### config.mk
export PLATFORM = sky130hd
export DESIGN_NAME = nsep_search
export DESIGN_NICKNAME = d
export VERILOG_FILES = /design/src/design/nsep_search.sv
export SDC_FILE = /design/constraint.sdc
export NUM_CORES = 1
export LEC_CHECK = 0
export BUFFER_PORTS_ARGS = -buffer_cell sky130_fd_sc_hd__buf_2
export CAP_MARGIN = 20
export CORE_MARGIN = 2
export CORE_UTILIZATION = 45
export DETAILED_ROUTE_END_ITERATION = 12
export PLACE_DENSITY = 0.71
export SLEW_MARGIN = 30
export SYNTH_ARGS = -nofsm -noshare
export SYNTH_HDL_FRONTEND = slang
export SYNTH_SLANG_ARGS = --single-unit
### constraint.sdc
create_clock -name clock -period 7.7 [get_ports clock]
set_input_delay 1.54 -clock clock [delete_from_list [all_inputs] [get_ports clock]]
set_output_delay 1.54 -clock clock [all_outputs]
set_load 0.05 [all_outputs]
### src/design/nsep_search.sv
// ----------------------------------------------------------------------------
// nsep_search
// Binary search step unit: holds lo and hi bounds and narrows them by one
// compare per memory read.
// ----------------------------------------------------------------------------
module nsep_search #(
   parameter int AW = 18
) (
   input  logic          clock,
   input  logic          reset,
   input  logic          start,
   input  logic [AW-1:0] lo_init,
   input  logic [AW-1:0] hi_init,
   input  logic          step,
   input  logic          go_hi,
   output logic [AW-1:0] mid,
   output logic [AW-1:0] lo,
   output logic [AW-1:0] hi,
   output logic          done
);

   logic [AW-1:0] lo_ff, lo_in, hi_ff, hi_in;
   logic [AW:0]   sum;

   // midpoint of the signed-free offset bounds
   assign sum  = {1'b0, lo_ff} + {1'b0, hi_ff};
   assign mid  = sum[AW:1];
   assign lo   = lo_ff;
   assign hi   = hi_ff;
   assign done = ({1'b0, lo_ff} + 1'b1) >= {1'b0, hi_ff};

   // bound update
   always_comb begin
      lo_in = lo_ff;
      hi_in = hi_ff;
      if (start) begin
         lo_in = lo_init;
         hi_in = hi_init;
      end else if (step) begin
         if (go_hi) hi_in = mid;
         else lo_in = mid;
      end
   end

   always_ff @(posedge clock) begin
      if (reset) begin
         lo_ff <= '0;
         hi_ff <= '0;
      end else begin
         lo_ff <= lo_in;
         hi_ff <= hi_in;
      end
   end

endmodule

Yosys cells after proc, flatten, opt, wreduce, memory -nomap -nowiden
Index checks and enable logic that the tools add are counted.
{"block": "word_totals", "ff_bits": 36, "latch_bits": 0, "ramBits": 0, "mem_bits_ro": 0, "input_bits": 41, "word_cells": 16, "mem_count": 0}
{"block": "op_classes", "add_sub_neg": 2, "mul": 0, "div_mod_pow": 0, "magnitude_cmp": 1, "n_eq_ne": 1, "n_shift": 0, "muxes": 6, "bitwise": 0, "n_reduce_logical": 4}
{"op": "18-bit two-way mux", "n": 6}
{"op": "18-bit by 1-bit adder with 19-bit output (second input constant)", "n": 1}
{"op": "18-bit by 18-bit adder with 19-bit output", "n": 1}
{"op": "19-bit by 18-bit >= comparator with 1-bit output", "n": 1}
{"op": "2-bit AND reduction", "n": 2}
{"op": "2-bit nonzero test", "n": 2}
{"op": "2-bit != test (second input constant)", "n": 1}

Longest topological paths before layout
{"block": "depth", "word_depth": 4, "mapped_depth": 12, "ltp_nobuf": 12}

Least setup slack after synthesis
Ideal clock, no wire load.
{"block": "synth_path", "path_type": "reg-to-output", "startpoint": "register lo_ff[1], in the netlist lo[1]", "endpoint": "output done", "arrival_ns": 3.483, "required_time_ns": 6.160, "path_slack_ns": 2.677, "stages_incl_launch_ff": 12, "path_buffers": 0, "path_cell_list": "dfxtp_1 -> ha_1 -> nand3_1 -> nor2b_1 -> and2_1 -> nand2_1 -> xnor2_1 -> ha_1 -> nand4_1 -> o21ai_0 -> a21oi_1 -> o21ai_0"}
{"block": "synth_between", "elab_chain_cells": 2}
{"element": "start: declaration", "line_no": "22", "text": "logic [AW-1:0] lo_ff, lo_in, hi_ff, hi_in;"}
{"element": "start signal: assignment", "line_no": "50", "text": "lo_ff <= lo_in;"}
{"element": "18-bit by 1-bit adder with 19-bit output", "line_no": "30", "text": "assign done = ({1'b0, lo_ff} + 1'b1) >= {1'b0, hi_ff};"}
{"element": "19-bit by 18-bit >= comparator with 1-bit output", "line_no": "30"}
{"element": "end: declaration", "line_no": "19", "text": "output logic done"}
No other way between the ends.

Final worst setup path
Ends and elaborated chain as after synthesis.

==> summary.md <==
| Metric | Value |
|---|---|
| Top FF cell, synth | dfxtp_1 |
| I/O pin count | 96 |
| Clock tree buffer depth | 2 |
| Initial antenna violation count | 0 |
| Clock group share of total power | 20.4% |
| Hold path depth | 2 |
| # port buffers | 95 |
| Hold buffer count at CTS | 0 |
| DRT Pass-1 Iters | 4 |
| Clock Latency Late Sink | 0.29 ns |
| FMAX | approximately 220 MHz |
| P_int | ~370 uW |
| Rel. slew slack | 33.6% |
| Switching part of the total | a little under half |
| Number of post-CTS setup repair buffers | 0 |
| Crit Path Category | flop to output port |
| Worst min path class | flop to flop |
| Post-synth ARST share | 0% |
| Layout cells sized above 1 | 22.6% |
| Crit path time final | roughly 4.5 ns |
| Post-synth EDFFs | 0 |
| Clock sink count | 36 |
| Antenna cell count | 0 |
| Seq/Total Area, Yosys | 22.2% |
| Critical Path Source Type | flop |
| DR DRC count | 0 |
| Hold Fails Final Rpt | 0 |
| Placed cell area | 0.00377 sq mm |
| Data required time of the worst path | 6.16 ns |
| Power Dens Cells | 184 mW/mm^2 |
| Crit Path Max Fanout | 7 |
| WP buf/inv | 1 |
| Effective utilization at floorplan | 47.0% |
| CTS tree | yes |
| RSZ-0062 raised after global routing | no |
| DP HPWL | 6880 microns |
| R2R cell count | 8 |
| Post-cts sizing count | 0 |
| Worst-path clk slew | 0.08 ns |
| Capture point of the worst reg-to-reg path | lo[17]$_SDFFE_PP0P_ |
| WL/cell | roughly 15 microns |
| Hold EP | hi[4]$_SDFFE_PP0P_ |
| Status | finished clean |
| H-tree depth | 2 |
| Post-Route WL | 9130 microns |
| Final GP Congestion | around 0.90 |
| Die Span Y | 88.9 microns |
| Worst slew pin tran | around 0.99 ns |
| FF-to-FF setup slack | ~5.0 ns |
| Clock skew | 0.00476 ns |
| Final worst slack | 3.16 ns |
| Leakage power | 0.00184 uW |
| Grt total ovfl | 0 |
| Antenna Nets Post-Route | 0 |
| Number of buffers created by CTS | 5 |
| Largest net degree at the start of global routing | 74 |
| # setup viols final | 0 |
| Post-synthesis register bit count | 36 |
| Post-Syn Area | about 0.0032 sq mm |
| Min-delay src | hi[4]$_SDFFE_PP0P_ |
| Vias in the first global route | around 3100 |
| Core area | around 0.0069 sq mm |
| Post-Syn Area per Cell | 7.55 sq um |
| Slowest library cell on the worst path | dfxtp_1 |
| Initial DRC count | 227 |
| Via/cell ratio | ~5.5 |
| Synth Instances | 430 |
| TNS Setup | 0 ns |
| Site Rows | 30 |
| Reg-to-reg critical path startpoint | lo[0]$_SDFFE_PP0P_ |
| Max-Cap Viols | 0 |
| Slew Viols, Final | 0 |
| Clock root cell | clkbuf_8 |
| Die area | 0.00791 sq mm |
| Die width | 88.9 microns |
| VDD IR max | about 0.11 mV |
| Fin crit share | 58.9% |
| Critical path arrival | 3.00 ns |
| DP Worst Slack | 3.48 ns |
| Area Growth Syn to Fin | 19.0% |
| Nets | about 600 |
| Final Cell Area | ~0.0039 sq mm |
| Mapped Nets | 509 |
| Top delay family on crit path | simple AND/OR/NAND/NOR gates |
| Levels on crit path | 12 |
| Syn. warnings | 0 |
| Post-synthesis cell type count | 44 |
| Net switching power | 339 uW |
| Total GRT Usage | 23.8% |
| First-pass GRT wire length | between 10000 and 15000 microns |
| Critical path endpoint category | output port |
| Largest stage delay on the critical path | 0.48 ns |
| Via count | 3383 |
| Comb pwr share | 48.0% |
| Crit path cell chain | ha_1 > nand3_1 > nor2b_1 > and2_1 > nand2_1 > xnor2_1 > ha_1 > nand4_1 > o21ai_0 > a21oi_1 > o21ai_0 > buf_2 |
| Reg power frac | 31.7% |
## how the worst max path moves through the flow
stage                     slack (ns)  endpoint                from
final                           3.16      done  lo[1]$_SDFFE_PP0P_
after global routing            2.91      done  lo[1]$_SDFFE_PP0P_
after CTS                       3.15      done  lo[1]$_SDFFE_PP0P_
after detailed placement        3.48      done  lo[1]$_SDFFE_PP0P_
after global placement          3.57      done  lo[1]$_SDFFE_PP0P_
after floorplan                 2.68      done  lo[1]$_SDFFE_PP0P_
## Yosys cell counts (3+ instances only)
| cell | count | share of area, % |
|---|---|---|
| a21o_1 | 8 | 1.8 |
| and2_1 | 4 | 0.77 |
| clkbuf_1 | 17 | 2.0 |
| a221oi_1 | 11 | 3.0 |
| a211oi_1 | 10 | 2.3 |
| xor2_1 | 10 | 2.7 |
| a2111oi_0 | 6 | 1.6 |
| or4b_2 | 4 | 1.2 |
| or4_1 | 4 | 0.92 |
| and3_1 | 3 | 0.58 |
| nor3_1 | 14 | 2.2 |
| nor2_1 | 25 | 2.9 |
| nand3_1 | 10 | 1.5 |
| nand4_1 | 10 | 1.9 |
| dfxtp_1 | 36 | 22 |
| a21oi_1 | 45 | 6.9 |
| xnor2_1 | 21 | 5.7 |
| o211ai_1 | 4 | 0.92 |
| inv_1 | 44 | 5.1 |
| ha_1 | 37 | 14 |
| o21ai_0 | 14 | 2.2 |
| o221ai_1 | 8 | 2.2 |
| nor2b_1 | 12 | 2.3 |
| nand2_1 | 44 | 5.1 |
## area by class of cell
type	count	area [sq um]
timing repair buffer	96	483
inverter	44	165
sequential	36	721
clock buffer	6	82.6
multi-input combinational	330	2280
fill	699	3040
tap	96	120
clock inverter	2	10.0
## flip-flops by register name, summed over array words and instances, names as in the netlist
name and count:
hi 18, lo 18
## kinds of logic after synthesis
family,count (synthesis),synth area share (%)
and+or+nand+nor,138,21.2
AOI/OAI and AO/OA,121,25.0
buffers and inverters,64,7.63
adders and majority gates,38,14.9
DFF,36,22.2
xor gates and xnor gates,31,8.36
muxes,2,0.655
## power by group through the flow
stage | registers [uW] | logic (uW) | clock network (uW)
after floorplan | 273 | 214 | 0
after global placement | 228 | 335 | 0
after detailed placement | 228 | 339 | 0
after CTS | 224 | 340 | 147
after global routing | 227 | 373 | 152
final | 225 | 341 | 144
## metal layers
metal / routed length [microns] / global-route usage (%)
met1: 4560 / 34.8
met2: 4010 / 37.1
met3: 466 / 3.60
met4: 86 / 5.43
met5: 0 / 0
## worst min-delay path, stage by stage (launching register included)
cell	delay, ns
dfxtp_1	0.35
a21oi_1	0.13
a221oi_1	0.08
## cell usage in the layout, fill, tap and decap left out, drive strengths merged, types with 11 or more instances in the layout
cell type / n
buf: 96
a21oi: 46
inv: 44
nand2: 44
ha: 37
dfxtp: 36
nor2: 25
xnor2: 21
o21ai: 16
nor3: 14
nor2b: 12
a221oi: 11
## through the flow
stage	hold slack, ns	power [uW]	cells	util [%]
floorplan	0.802	487	430	-
global placement	0.591	563	602	54.6
detailed placement	0.593	567	602	54.6
CTS	0.608	711	610	55.9
global route	0.627	752	610	55.9
finish	0.609	710	610	55.9
Power figures use the tool's default switching activity.
